### src/hdl/sspf_pkg.sv
// ----------------------------------------------------------------------------
// Seven-segment pair frame formatter package
// Types, register indexes, reset values and the segment table.
// ----------------------------------------------------------------------------
`default_nettype none

package sspf_pkg;

  localparam int DATA_W      = 8;
  localparam int FRAME_BYTES = 7;
  localparam int FRAME_W     = FRAME_BYTES * DATA_W;
  localparam int BEAT_W      = 3;
  localparam int CFG_IDX_W   = 3;
  localparam int IN_TDATA_W  = 40;

  // Register indexes on the config port
  localparam logic [CFG_IDX_W-1:0] REG_CONTROL = 3'd0;
  localparam logic [CFG_IDX_W-1:0] REG_BOOST   = 3'd1;
  localparam logic [CFG_IDX_W-1:0] REG_BLANK   = 3'd2;
  localparam logic [CFG_IDX_W-1:0] REG_DASH    = 3'd3;
  localparam logic [CFG_IDX_W-1:0] REG_POINT   = 3'd4;
  localparam logic [CFG_IDX_W-1:0] REG_FLASH   = 3'd5;

  // Register reset values
  localparam logic [DATA_W-1:0] RST_CONTROL = 8'd23;
  localparam logic [DATA_W-1:0] RST_BOOST   = 8'd32;
  localparam logic [DATA_W-1:0] RST_BLANK   = 8'd0;
  localparam logic [DATA_W-1:0] RST_DASH    = 8'd64;
  localparam logic [DATA_W-1:0] RST_POINT   = 8'd128;
  localparam logic [DATA_W-1:0] RST_FLASH   = 8'd50;

  // Item kinds carried on tuser
  localparam logic KIND_TICK   = 1'b0;
  localparam logic KIND_UPDATE = 1'b1;

  // Point digit codes
  localparam logic [2:0] PT_DIGIT1 = 3'd1;
  localparam logic [2:0] PT_DIGIT2 = 3'd2;
  localparam logic [2:0] PT_DIGIT3 = 3'd3;
  localparam logic [2:0] PT_DIGIT4 = 3'd4;

  localparam logic [DATA_W-1:0] SUBADDR  = 8'h00;
  localparam logic [DATA_W-1:0] TICK_MAX = 8'd255;

  // Display range of one pair
  localparam logic signed [DATA_W-1:0] VAL_MAX = 8'sd99;
  localparam logic signed [DATA_W-1:0] VAL_MIN = -8'sd9;

  // Divide by ten for 0..99: (x * 205) >> 11
  localparam logic [7:0] RECIP_10 = 8'd205;
  localparam int         RECIP_SH = 11;

  typedef struct packed {
    logic [DATA_W-1:0] control_word;
    logic [DATA_W-1:0] boost_mask;
    logic [DATA_W-1:0] blank_code;
    logic [DATA_W-1:0] dash_code;
    logic [DATA_W-1:0] point_mask;
    logic [DATA_W-1:0] flash_period;
  } cfg_t;

  // Per-pair override controls
  typedef struct packed {
    logic suppress;
    logic dash;
    logic flash_on;
    logic clear;
  } pair_ctl_t;

  // Update item held in the input register
  typedef struct packed {
    logic signed [DATA_W-1:0] high_value;
    logic signed [DATA_W-1:0] low_value;
    logic                     high_suppress_zero;
    logic                     low_suppress_zero;
    logic [1:0]               dash_pairs;
    logic [1:0]               flash_pairs;
    logic [2:0]               clear_pairs;
    logic                     boost_current;
    logic [2:0]               point_digit;
    logic [DATA_W-1:0]        slave_address;
    logic                     phase;
  } item_t;

  // Active-high segment code for a decimal digit (table is active low)
  function automatic logic [DATA_W-1:0] seg_digit(input logic [3:0] d);
    logic [DATA_W-1:0] raw;
    case (d)
      4'd0:    raw = 8'b11000000;
      4'd1:    raw = 8'b11111001;
      4'd2:    raw = 8'b10100100;
      4'd3:    raw = 8'b10110000;
      4'd4:    raw = 8'b10011001;
      4'd5:    raw = 8'b10010010;
      4'd6:    raw = 8'b10000010;
      4'd7:    raw = 8'b11111000;
      4'd8:    raw = 8'b10000000;
      4'd9:    raw = 8'b10010000;
      default: raw = 8'b11111111;
    endcase
    return ~raw;
  endfunction

endpackage

`default_nettype wire

### src/hdl/seven_segment_pair_frame_formatter_core.sv
// ----------------------------------------------------------------------------
// Seven-segment pair frame formatter core
// Formats two signed values into a 7-byte write frame for a four-digit
// LED driver, with flash timing driven by tick items.
// ----------------------------------------------------------------------------
// Tick items (tuser = 0) only advance the saturating tick counter; they are
// taken whenever the input is ready, which it is unless an update is waiting
// in the input register behind a frame that is still draining. An update item
// (tuser = 1) produces seven output beats: address, 0x00, control,
// digit1..digit4, tlast on the seventh. The first beat is presented after the
// update has passed the input register and then the frame buffer. The frame
// buffer gives one output beat per cycle while out_tready is high, and loads
// the next frame as the last beat is taken; a second update can wait in the
// input register while a frame drains. The flash counter and phase are
// updated when the item is accepted.
// Configuration writes are taken every cycle and should be made while idle.
`default_nettype none

module seven_segment_pair_frame_formatter_core (
  input  var logic                                clk,
  input  var logic                                rst_n,
  // Input stream
  input  var logic                                in_tvalid,
  output logic                                    in_tready,
  // [7:0] high_value, [15:8] low_value, [16] high_suppress_zero,
  // [17] low_suppress_zero, [19:18] dash_pairs, [21:20] flash_pairs,
  // [24:22] clear_pairs, [25] boost_current, [28:26] point_digit,
  // [36:29] slave_address, [39:37] zero
  input  var logic [sspf_pkg::IN_TDATA_W-1:0]     in_tdata,
  input  var logic                                in_tuser,    // [0] kind
  // Result stream
  output logic                                    out_tvalid,
  input  var logic                                out_tready,
  output logic [sspf_pkg::DATA_W-1:0]             out_tdata,   // [7:0] frame_byte
  output logic                                    out_tlast,   // last
  // Config write channel
  input  var logic                                cfg_valid,
  output logic                                    cfg_ready,
  input  var logic [sspf_pkg::CFG_IDX_W-1:0]      cfg_index,
  input  var logic [sspf_pkg::DATA_W-1:0]         cfg_data
);
  import sspf_pkg::*;

  cfg_t              cfg_r, cfg_nxt;
  logic [DATA_W-1:0] tick_r, tick_nxt;
  logic              phase_r, phase_nxt;
  item_t             item_r, item_nxt;
  logic              ivld_r, ivld_nxt;

  logic              in_acc;
  logic              load;
  logic              load_ok;
  item_t             in_item;
  pair_ctl_t         hctl, lctl;
  logic [DATA_W-1:0] ht, hu, lt, lu;
  logic              hclr, lclr;
  logic [DATA_W-1:0] ctrl_b, d1, d2, d3, d4;
  logic [FRAME_W-1:0] frame;

  assign cfg_ready = 1'b1;
  assign in_acc    = in_tvalid && in_tready;
  assign in_tready = !ivld_r || load_ok;
  assign load      = ivld_r && load_ok;

  // Config registers
  always_comb begin
    cfg_nxt = cfg_r;
    if (cfg_valid) begin
      case (cfg_index)
        REG_CONTROL: cfg_nxt.control_word = cfg_data;
        REG_BOOST:   cfg_nxt.boost_mask   = cfg_data;
        REG_BLANK:   cfg_nxt.blank_code   = cfg_data;
        REG_DASH:    cfg_nxt.dash_code    = cfg_data;
        REG_POINT:   cfg_nxt.point_mask   = cfg_data;
        REG_FLASH:   cfg_nxt.flash_period = cfg_data;
        default:     cfg_nxt = cfg_r;
      endcase
    end
  end

  // Unpack the input beat
  always_comb begin
    in_item.high_value         = in_tdata[7:0];
    in_item.low_value          = in_tdata[15:8];
    in_item.high_suppress_zero = in_tdata[16];
    in_item.low_suppress_zero  = in_tdata[17];
    in_item.dash_pairs         = in_tdata[19:18];
    in_item.flash_pairs        = in_tdata[21:20];
    in_item.clear_pairs        = in_tdata[24:22];
    in_item.boost_current      = in_tdata[25];
    in_item.point_digit        = in_tdata[28:26];
    in_item.slave_address      = in_tdata[36:29];
    in_item.phase              = phase_nxt;
  end

  // Tick counter and flash phase, updated at accept
  always_comb begin
    tick_nxt  = tick_r;
    phase_nxt = phase_r;
    if (in_acc) begin
      if (in_tuser == KIND_TICK) begin
        if (tick_r != TICK_MAX) begin
          tick_nxt = tick_r + 1'b1;
        end
      end else if (tick_r >= cfg_r.flash_period) begin
        tick_nxt  = '0;
        phase_nxt = !phase_r;
      end
    end
  end

  // Input register holds one update until the frame buffer frees
  always_comb begin
    item_nxt = item_r;
    ivld_nxt = ivld_r;
    if (in_acc && (in_tuser == KIND_UPDATE)) begin
      item_nxt = in_item;
      ivld_nxt = 1'b1;
    end else if (load) begin
      ivld_nxt = 1'b0;
    end
  end

  always_ff @(posedge clk) begin
    if (!rst_n) begin
      cfg_r   <= '{control_word: RST_CONTROL, boost_mask: RST_BOOST,
                   blank_code: RST_BLANK, dash_code: RST_DASH,
                   point_mask: RST_POINT, flash_period: RST_FLASH};
      tick_r  <= '0;
      phase_r <= 1'b0;
      ivld_r  <= 1'b0;
    end else begin
      cfg_r   <= cfg_nxt;
      tick_r  <= tick_nxt;
      phase_r <= phase_nxt;
      ivld_r  <= ivld_nxt;
    end
    item_r <= item_nxt;
  end

  // Pair controls: clear bit2 covers both pairs
  assign hclr = item_r.clear_pairs[1] || item_r.clear_pairs[2];
  assign lclr = item_r.clear_pairs[0] || item_r.clear_pairs[2];

  always_comb begin
    hctl.suppress = item_r.high_suppress_zero;
    hctl.dash     = item_r.dash_pairs[1];
    hctl.flash_on = item_r.flash_pairs[1] && item_r.phase;
    hctl.clear    = hclr;
    lctl.suppress = item_r.low_suppress_zero;
    lctl.dash     = item_r.dash_pairs[0];
    lctl.flash_on = item_r.flash_pairs[0] && item_r.phase;
    lctl.clear    = lclr;
  end

  sspf_pair_enc u_enc_high (
    .value (item_r.high_value),
    .ctl   (hctl),
    .cfg   (cfg_r),
    .tens  (ht),
    .units (hu)
  );

  sspf_pair_enc u_enc_low (
    .value (item_r.low_value),
    .ctl   (lctl),
    .cfg   (cfg_r),
    .tens  (lt),
    .units (lu)
  );

  // Frame assembly, decimal point added after all overrides except on a cleared pair
  always_comb begin
    ctrl_b = cfg_r.control_word | (item_r.boost_current ? cfg_r.boost_mask : '0);
    d1 = lu | (((item_r.point_digit == PT_DIGIT1) && !lclr) ? cfg_r.point_mask : '0);
    d2 = lt | (((item_r.point_digit == PT_DIGIT2) && !lclr) ? cfg_r.point_mask : '0);
    d3 = hu | (((item_r.point_digit == PT_DIGIT3) && !hclr) ? cfg_r.point_mask : '0);
    d4 = ht | (((item_r.point_digit == PT_DIGIT4) && !hclr) ? cfg_r.point_mask : '0);
    frame = {d4, d3, d2, d1, ctrl_b, SUBADDR, item_r.slave_address};
  end

  sspf_frame_out u_frame_out (
    .clk        (clk),
    .rst_n      (rst_n),
    .load       (load),
    .frame      (frame),
    .load_ok    (load_ok),
    .out_tvalid (out_tvalid),
    .out_tready (out_tready),
    .out_tdata  (out_tdata),
    .out_tlast  (out_tlast)
  );

endmodule

`default_nettype wire

### src/hdl/sspf_pair_enc.sv
// ----------------------------------------------------------------------------
// Pair encoder
// Clamps one signed value to -9..99 and produces tens and units segment
// codes, then applies dash, flash blank and clear overrides.
// ----------------------------------------------------------------------------
`default_nettype none

module sspf_pair_enc (
  input  var logic signed [sspf_pkg::DATA_W-1:0] value,
  input  var sspf_pkg::pair_ctl_t                ctl,
  input  var sspf_pkg::cfg_t                     cfg,
  output logic [sspf_pkg::DATA_W-1:0]            tens,
  output logic [sspf_pkg::DATA_W-1:0]            units
);
  import sspf_pkg::*;

  logic signed [DATA_W-1:0] clamped;
  logic [6:0]               mag;
  logic [14:0]              prod;
  logic [3:0]               tens_d;
  logic [6:0]               tens_x10;
  logic [6:0]               units_full;
  logic [DATA_W-1:0]        neg_full;

  // Clamp to the displayable range
  always_comb begin
    if (value > VAL_MAX) begin
      clamped = VAL_MAX;
    end else if (value < VAL_MIN) begin
      clamped = VAL_MIN;
    end else begin
      clamped = value;
    end
  end

  // Split 0..99 into tens and units by reciprocal multiply
  assign mag        = clamped[6:0];
  assign prod       = {8'd0, mag} * {7'd0, RECIP_10};
  assign tens_d     = prod[14:RECIP_SH];
  assign tens_x10   = {tens_d, 3'b000} + {2'b00, tens_d, 1'b0};
  assign units_full = mag - tens_x10;
  assign neg_full   = SUBADDR - clamped;

  // Digit codes, then overrides in rising priority
  always_comb begin
    if (clamped[DATA_W-1]) begin
      tens  = cfg.dash_code;
      units = seg_digit(neg_full[3:0]);
    end else begin
      tens  = (ctl.suppress && (tens_d == 4'd0)) ? cfg.blank_code : seg_digit(tens_d);
      units = seg_digit(units_full[3:0]);
    end
    if (ctl.dash) begin
      tens  = cfg.dash_code;
      units = cfg.dash_code;
    end
    if (ctl.flash_on) begin
      tens  = cfg.blank_code;
      units = cfg.blank_code;
    end
    if (ctl.clear) begin
      tens  = cfg.blank_code;
      units = cfg.blank_code;
    end
  end

endmodule

`default_nettype wire

### src/hdl/sspf_frame_out.sv
// ----------------------------------------------------------------------------
// Frame output buffer
// Holds one assembled 7-byte frame and shifts it out one beat at a time,
// flagging the seventh beat with tlast.
// ----------------------------------------------------------------------------
`default_nettype none

module sspf_frame_out (
  input  var logic                             clk,
  input  var logic                             rst_n,
  input  var logic                             load,
  input  var logic [sspf_pkg::FRAME_W-1:0]     frame,
  output logic                                 load_ok,
  output logic                                 out_tvalid,
  input  var logic                             out_tready,
  output logic [sspf_pkg::DATA_W-1:0]          out_tdata,   // [7:0] frame_byte
  output logic                                 out_tlast
);
  import sspf_pkg::*;

  localparam logic [BEAT_W-1:0] LAST_BEAT = BEAT_W'(FRAME_BYTES - 1);

  logic [FRAME_W-1:0] frm_r,  frm_nxt;
  logic [BEAT_W-1:0]  beat_r, beat_nxt;
  logic               vld_r,  vld_nxt;
  logic               take;
  logic               is_last;

  assign is_last    = (beat_r == LAST_BEAT);
  assign take       = vld_r && out_tready;
  assign load_ok    = !vld_r || (take && is_last);
  assign out_tvalid = vld_r;
  assign out_tdata  = frm_r[DATA_W-1:0];
  assign out_tlast  = is_last;

  // Load a new frame or advance to the next byte
  always_comb begin
    frm_nxt  = frm_r;
    beat_nxt = beat_r;
    vld_nxt  = vld_r;
    if (load) begin
      frm_nxt  = frame;
      beat_nxt = '0;
      vld_nxt  = 1'b1;
    end else if (take) begin
      if (is_last) begin
        vld_nxt = 1'b0;
      end else begin
        frm_nxt  = {{DATA_W{1'b0}}, frm_r[FRAME_W-1:DATA_W]};
        beat_nxt = beat_r + 1'b1;
      end
    end
  end

  always_ff @(posedge clk) begin
    if (!rst_n) begin
      vld_r  <= 1'b0;
      beat_r <= '0;
    end else begin
      vld_r  <= vld_nxt;
      beat_r <= beat_nxt;
    end
    frm_r <= frm_nxt;
  end

endmodule

`default_nettype wire

### config.mk
export PLATFORM = sky130hd
export DESIGN_NAME = seven_segment_pair_frame_formatter_core
export DESIGN_NICKNAME = d
export VERILOG_FILES = /design/src/hdl/sspf_pkg.sv /design/src/hdl/seven_segment_pair_frame_formatter_core.sv /design/src/hdl/sspf_pair_enc.sv /design/src/hdl/sspf_frame_out.sv
export SDC_FILE = /design/constraint.sdc
export NUM_CORES = 1
export LEC_CHECK = 0
export ABC_AREA = 1
export BUFFER_PORTS_ARGS = -buffer_cell sky130_fd_sc_hd__buf_2
export CAP_MARGIN = 10
export CELL_PAD_IN_SITES_DETAIL_PLACEMENT = 0
export CELL_PAD_IN_SITES_GLOBAL_PLACEMENT = 1
export CORE_UTILIZATION = 28
export DETAILED_ROUTE_END_ITERATION = 6
export PLACE_DENSITY_LB_ADDON = 0.1
export SYNTH_ARGS = -nofsm -noshare
export SYNTH_HDL_FRONTEND = slang
export SYNTH_SLANG_ARGS = --single-unit
### constraint.sdc
create_clock -name clk -period 10.3 [get_ports clk]
set_clock_uncertainty 0.05 [all_clocks]
set_input_delay 1.545 -clock clk [delete_from_list [all_inputs] [get_ports clk]]
set_output_delay 1.545 -clock clk [all_outputs]
set_load 0.02 [all_outputs]
* Word level (Yosys, flattened, before mapping)
Memories as Yosys holds them, arrays and structs flattened.
Cells that the tools add are included.
** Cells by class
- $add $sub $neg :: 8
- Eq/ne operators :: 13
- $lt $le $gt $ge :: 5
- Multiply operators :: 2
- Muxes and demuxes :: 47
- Reduce and logical (&&, ||, !) cells :: 40
- Bitwise gates (word level) :: 13
** Operator list (number)
- two-way mux 8 bit :: 36
- two-way mux 56 bit :: 3
- inverter 8 bit :: 6
- bitwise OR 8 bit :: 5
- multiplier 7 x 8 -> 15 bit, second input constant :: 2
- AND reduction 2 bit :: 9
- greater-than comparator 8 bit, second input constant :: 2
- < comparator 8 x 5 -> 1 bit, second input constant :: 2
- logical AND 1 bit :: 13
- == test 3 x 2 -> 1 bit, second input constant :: 4
- == test 3 bit, second input constant :: 4
- adder 4 bit :: 2
- adder 8 x 1 -> 8 bit, second input constant :: 1
- greater-or-equal comparator 8 bit :: 1
- zero test 4 bit :: 2
- two-way mux 1 bit :: 8
- != test 8 bit, second input constant :: 1
- nonzero test 2 bit :: 4
- subtractor 1 x 4 -> 4 bit, first input constant :: 2
- subtractor 4 bit :: 2
- == test 3 x 1 -> 1 bit, second input constant :: 2
- zero test 1 bit :: 5
- logical OR 1 bit :: 4
- adder 3 x 1 -> 3 bit, second input constant :: 1
- 6 further kinds :: 7
** Word-level totals
- Memories :: 6
- ROM bits :: 672
- Bits in registers :: 156
- Bits of input ports :: 57
** Memory list
- (name not given) :: words 16, width 7, read ports 1, clocked after Yosys merged registers in 0, wr ports 0, RTL line sspf_pkg.sv:88 : case (d)
- (name not given) :: words 16, width 7, read ports 1, clocked after Yosys merged registers in 0, wr ports 0, RTL line sspf_pkg.sv:88
- (name not given) :: words 16, width 7, read ports 1, clocked after Yosys merged registers in 0, wr ports 0, RTL line sspf_pkg.sv:88
- (name not given) :: words 16, width 7, read ports 1, clocked after Yosys merged registers in 0, wr ports 0, RTL line sspf_pkg.sv:88
- (name not given) :: words 16, width 7, read ports 1, clocked after Yosys merged registers in 0, wr ports 0, RTL line sspf_pkg.sv:88
- (name not given) :: words 16, width 7, read ports 1, clocked after Yosys merged registers in 0, wr ports 0, RTL line sspf_pkg.sv:88

* Longest topological paths before layout
An unclocked memory read counts as a cell.
- Depth after elaboration :: 15
- Gate-level depth with buffers :: 38
- Depth with buffers taken out :: 38

* Cells and area by module
A second synthesis with hierarchy kept.
** Second synthesis, totals
- Cells, all modules :: 1478
- Area total of the unflattened synthesis :: 11322.1 sq um
** Modules (own cells, without submodules)
- seven_segment_pair_frame_formatter_core :: cells each 444, area each 4041.4 sq um, instances 1, seq. area each 2302.2 sq um
- sspf_frame_out :: cells each 270, area each 2630.0 sq um, instances 1, seq. area each 1761.7 sq um
- sspf_pair_enc (u_enc_high) :: cells each 380, area each 2327.2 sq um, instances 1, seq. area each 0.0 sq um
- sspf_pair_enc (u_enc_low) :: cells each 384, area each 2323.5 sq um, instances 1, seq. area each 0.0 sq um

* Worst setup path before layout
No wires, ideal clock.
- Path type :: register to register
- Start :: register item_r[31] (netlist bit)
- End :: register u_frame_out.frm_r[40], data pin
- Cell stages (with the launch flop) :: 32
- Setup time :: 146 ps
- Buffers on the path :: 0
- Data required time :: 10104 ps
- Arrival time :: 5762 ps
- Setup slack :: 4341 ps
- Path through :: edfxtp_1 nand3_1 a2111o_1 ha_1 inv_2 nand2_1 nor2_2 inv_1 ha_1 fa_1 inv_1 fa_1 ha_1 ha_1 nand2_1 nor4_1 nand4_1 nand2_1 nand2_1 nand2_2 inv_1 ha_1 inv_1 or2_2 nand2_1 inv_1 or2_2 o21ai_0 nand2_1 nand3_1 nand2_1 a21boi_1
** Between the ends
- Longest elaborated chain between the ends :: 15
- Elaborated cells between the ends (all ways) :: 20
** RTL lines
- start: declaration :: RTL line seven_segment_pair_frame_formatter_core.sv:47 : item_t item_r, item_nxt;
- start signal: assignment :: RTL line seven_segment_pair_frame_formatter_core.sv:138 : item_r <= item_nxt;
- < comparator 8 x 5 -> 1 bit :: RTL line sspf_pair_enc.sv:29 : end else if (value < VAL_MIN) begin
- two-way mux 8 bit :: RTL line sspf_pair_enc.sv:29
- two-way mux 8 bit * :: RTL line sspf_pair_enc.sv:27 : if (value > VAL_MAX) begin
- multiplier 7 x 8 -> 15 bit :: RTL line sspf_pair_enc.sv:38 : assign prod = {8'd0, mag} * {7'd0, RECIP_10};
- adder 4 bit :: RTL line sspf_pair_enc.sv:40 : assign tens_x10 = {tens_d, 3'b000} + {2'b00, tens_d, 1'b0};
- subtractor 4 bit :: RTL line sspf_pair_enc.sv:41 : assign units_full = mag - tens_x10;
- memory read (16 x 7 bit)
- two-way mux 8 bit :: RTL line sspf_pair_enc.sv:46 : if (clamped[DATA_W-1]) begin
- inverter 8 bit :: RTL line sspf_pkg.sv:101 : return ~raw;
- two-way mux 8 bit * :: RTL line sspf_pair_enc.sv:46
- two-way mux 8 bit * :: RTL line sspf_pair_enc.sv:53 : if (ctl.dash) begin
- two-way mux 8 bit * :: RTL line sspf_pair_enc.sv:57 : if (ctl.flash_on) begin
- two-way mux 8 bit * :: RTL line sspf_pair_enc.sv:61 : if (ctl.clear) begin
- bitwise OR 8 bit * :: RTL line seven_segment_pair_frame_formatter_core.sv:177 : d3 = hu | (((item_r.point_digit == PT_DIGIT3) && !hclr) ? cfg_r.point_mask : '0);
- two-way mux 56 bit * :: RTL line sspf_frame_out.sv:41 : if (load) begin
- net u_frame_out.frm_nxt[40] :: RTL line sspf_frame_out.sv:23 : logic [FRAME_W-1:0] frm_r, frm_nxt;
- end signal: assignment :: RTL line sspf_frame_out.sv:63 : frm_r <= frm_nxt;
- end: declaration :: RTL line sspf_frame_out.sv:23
Mark *: on every way through the listed nets, which the timed path passes. The rest lies on a longest branch. The select of a mux whose other input is x is not followed.
A chain may end at the register's enable or synchronous reset.

* Worst setup path in the final report
- Start :: register item_r[33] (netlist bit)
- End :: register u_frame_out.frm_r[40], data pin
The elaborated chain is that of the path after synthesis.

==> qor.txt <==
Result of the run: finished, final reports clean
Number of synthesized register bits: 156
Worst-case vdd ir drop: 0.000132 V
Area of combinational cells with multiple inputs: 6220 um2
Floorplan die area: 40200 um2
Drt pass-1 iters: 5
Total Neg Setup Slack: 0 ps
I/O pin count: 69
WP data arrival: 7130 ps
Worst reg2reg endpoint: u_frame_out.frm_r[40]
Sw Ratio: 41.4%
Final Cell Area: 12500 um2
Clock group share of total power: 29.2%
Overall power after layout: 2.31 mW
CTS clock-pin slew for the worst setup and hold paths: 70 ps
Setup WS pre-CTS: 3360 ps
Wire length of the first global-routing pass: 50.9 mm
Post-synthesis cell type with the largest combined area: edfxtp_1
Core Box Area: 38700 um2
Critical Path Source: item_r[33]
Required arrival time at the worst endpoint: 10540 ps
Via count: 9249
Share of the cycle needed by the critical path after routing: 66.9%
Placed Area: 11900 um2
Layout Area Growth over Synthesis: 13.3%
Switching Power: 0.955 mW
Achievable frequency: 145 MHz
Post-layout net count: 1652
Clock tree root driver cell: clkbuf_16
Share of the core filled with cells in the final layout: 32.3%
Final hold violation count: 0
Post-synth EDFFs: 86
# rows: 72
Number of buffers added to fix hold violations after cts: 0
Post-CTS setup buffer count: 0
Initial antenna violation count: 0
Fraction of registers with async set or reset after synthesis: 0%
Synth Cell Area: 11000 um2
Total setup violations reported at the end of the flow: 0
Number of warnings reported in the yosys synthesis log: 0
Max-slew violation count: 0
Number of buffers created by CTS: 17
Gate count after technology mapping: 1415
RePlAce Congestion: 0.771
Reg-to-reg slack, setup: 3410 ps
Initial Utilization: 28.5%
Maximum number of pins on one net before global-route repair: 63
Final hold slack: 410 ps
Dpl hpwl: 23.2 mm
Maxcap violations: 0
Crit Reg-Reg Startpoint: item_r[33]
GRT Residual Overflow: 0
WL final: 31.5 mm
Buffers plus inverters on the worst setup path: 7
DIE HEIGHT: 201 um
Port Buffers: 64
Seq. cell area: 3980 um2
Post-route setup slack: 3410 ps
Most common cell type on the critical path: nand2_1
Via density per instance: 4.63
Crit path capture type: register
H-Tree Depth: 4
Worst-case clock buffer depth: 2
Layout cells sized above 1: 13.0%
Kind of launch point of the worst setup path: register
Number of distinct library cells after synthesis: 57
Worst slew margin: 32.8%
Endpoint, Worst Hold: cfg_r[3]
Cell family with most CP delay: simple AND/OR/NAND/NOR gates
Synthesized area per cell: 7.80 um2
Category of the most critical setup path: register to register
Clock period minus final worst setup slack: 6890 ps
Insertion delay to the later sink of the worst-skew pair: 450 ps
Vias in the first global route: 9234
Worst-Margin Slew: 1010 ps
Clock Sinks: 156
Sequential group share of total power: 30.3%
Pint: 1.35 mW
Largest stage delay, worst path: 460 ps
DRC errors left: 0
Leading cell types by total area after synthesis: edfxtp_1, dfxtp_1, ha_1
Number of nets with antenna violations after detailed routing: 0
Aggregate global-route resource usage: 16.2%
CTS tree: done
Layout Cells excl Fill: 1998
Hold path start: cfg_r[3]
Synth Flop Type: edfxtp_1
Worst hold path type: register to register
Static power due to leakage: 5.63 nW
Largest fanout on the critical path: 12
Number of cell instances on the worst register-to-register path: 31
Number of nets in the synthesized netlist: 1600
Drt first-iter violations: 420
Hold Path Cell Cnt: 2
Master of the slowest instance on the critical path: nor2_2
Unrepaired setup endpoints after global routing: no
Chip Width: 201 um
Per-cell routed wire length: 15.8 um
Area share of the largest cell type after synthesis: 23.4%
Count of inserted antenna diode cells: 0
Placed cell count: 1966
Pwr per Cell Area: 184 nW/um2
# resized after CTS: 0
Proportion of power drawn by combinational gates: 40.5%
Filler cell count: 4266
Post-synthesis sequential area ratio: 36.1%
-- tightest hold or removal path: cells and delay by family, from the launching register on --
kind            cells  cell delay [ps]
buf+inv             1               60
compound gates      1               50
flops               1              300
-- Yosys cell counts, types with 7 or more instances --
library cell,instances
a21boi_1,11
nor3_1,17
fa_1,16
edfxtp_1,86
o21ai_0,81
or2_2,13
a21oi_2,7
inv_2,12
o21ai_1,13
nand3_1,68
a211oi_1,8
clkbuf_1,22
nor2_1,117
a21oi_1,113
buf_4,9
inv_1,160
nor2_2,13
ha_1,112
dfxtp_1,70
nand2_1,342
xor2_1,10
nand2_2,20
nand4_1,17
-- final cells by class --
| class | count | area share, % |
|---|---|---|
| clock buffer | 17 | 3.40 |
| clock inverter | 15 | 1.55 |
| inverter | 179 | 5.39 |
| multi-input combinational | 1043 | 49.7 |
| sequential | 156 | 31.8 |
| tap | 518 | 5.18 |
| timing repair buffer | 70 | 2.92 |
-- worst max path at each step --
stage / endpoint / slack (ps) / cells past startpoint
5_1_grt: u_frame_out.frm_r[40] / 2770 / 31
6_report: u_frame_out.frm_r[40] / 3410 / 31
3_3_place_gp: u_frame_out.frm_r[40] / 3270 / 31
4_1_cts: u_frame_out.frm_r[40] / 3330 / 31
3_5_place_dp: u_frame_out.frm_r[40] / 3360 / 31
2_1_floorplan: u_frame_out.frm_r[40] / 4340 / 31
-- registers in the layout, indices dropped and copies added, names as in the netlist --
name                    flops
u_frame_out.beat_r          3
ivld_r                      1
phase_r                     1
item_r                     28
tick_r                      8
hctl                        2
u_frame_out.out_tvalid      1
cfg_r                      48
frame                       8
u_frame_out.frm_r          56
-- power by group through the flow --
stage | Sequential [mW] | Clock [mW] | Combinational (mW)
after floorplan | 0.710 | 0 | 0.703
after global placement | 0.714 | 0 | 0.946
after detailed placement | 0.714 | 0 | 0.939
after CTS | 0.700 | 0.694 | 0.947
after global routing | 0.703 | 0.715 | 1.09
final | 0.700 | 0.673 | 0.936
-- metal layers --
layer / up-vias / GRT usage, % / share of wire [%]
li1: 4809 / - / -
met1: 4269 / 22.5 / 51
met2: 148 / 26.2 / 45
met3: 23 / 2.11 / 3.2
met4: 0 / 4.23 / 1.3
met5: - / 0 / 0
-- layout by cell type, fill, tap and decap left out, drive strengths merged, types with 13 or more instances in the layout --
cell type  instances
nand2            368
inv              181
nor2             134
a21oi            120
ha               112
o21ai             94
edfxtp            86
nand3             71
dfxtp             70
buf               70
nand4             20
nor3              19
clkbuf            17
fa                16
or2               13
-- logic make-up after synthesis --
kind of cell | synth area share (%)
xor+xnor | 1.27
other cells | 0.0340
fa+ha+maj | 15.6
flops | 36.1
simple gates | 25.6
compound gates | 13.8
buf+inv | 7.70
No activity file was read; power rests on OpenSTA's default activity.
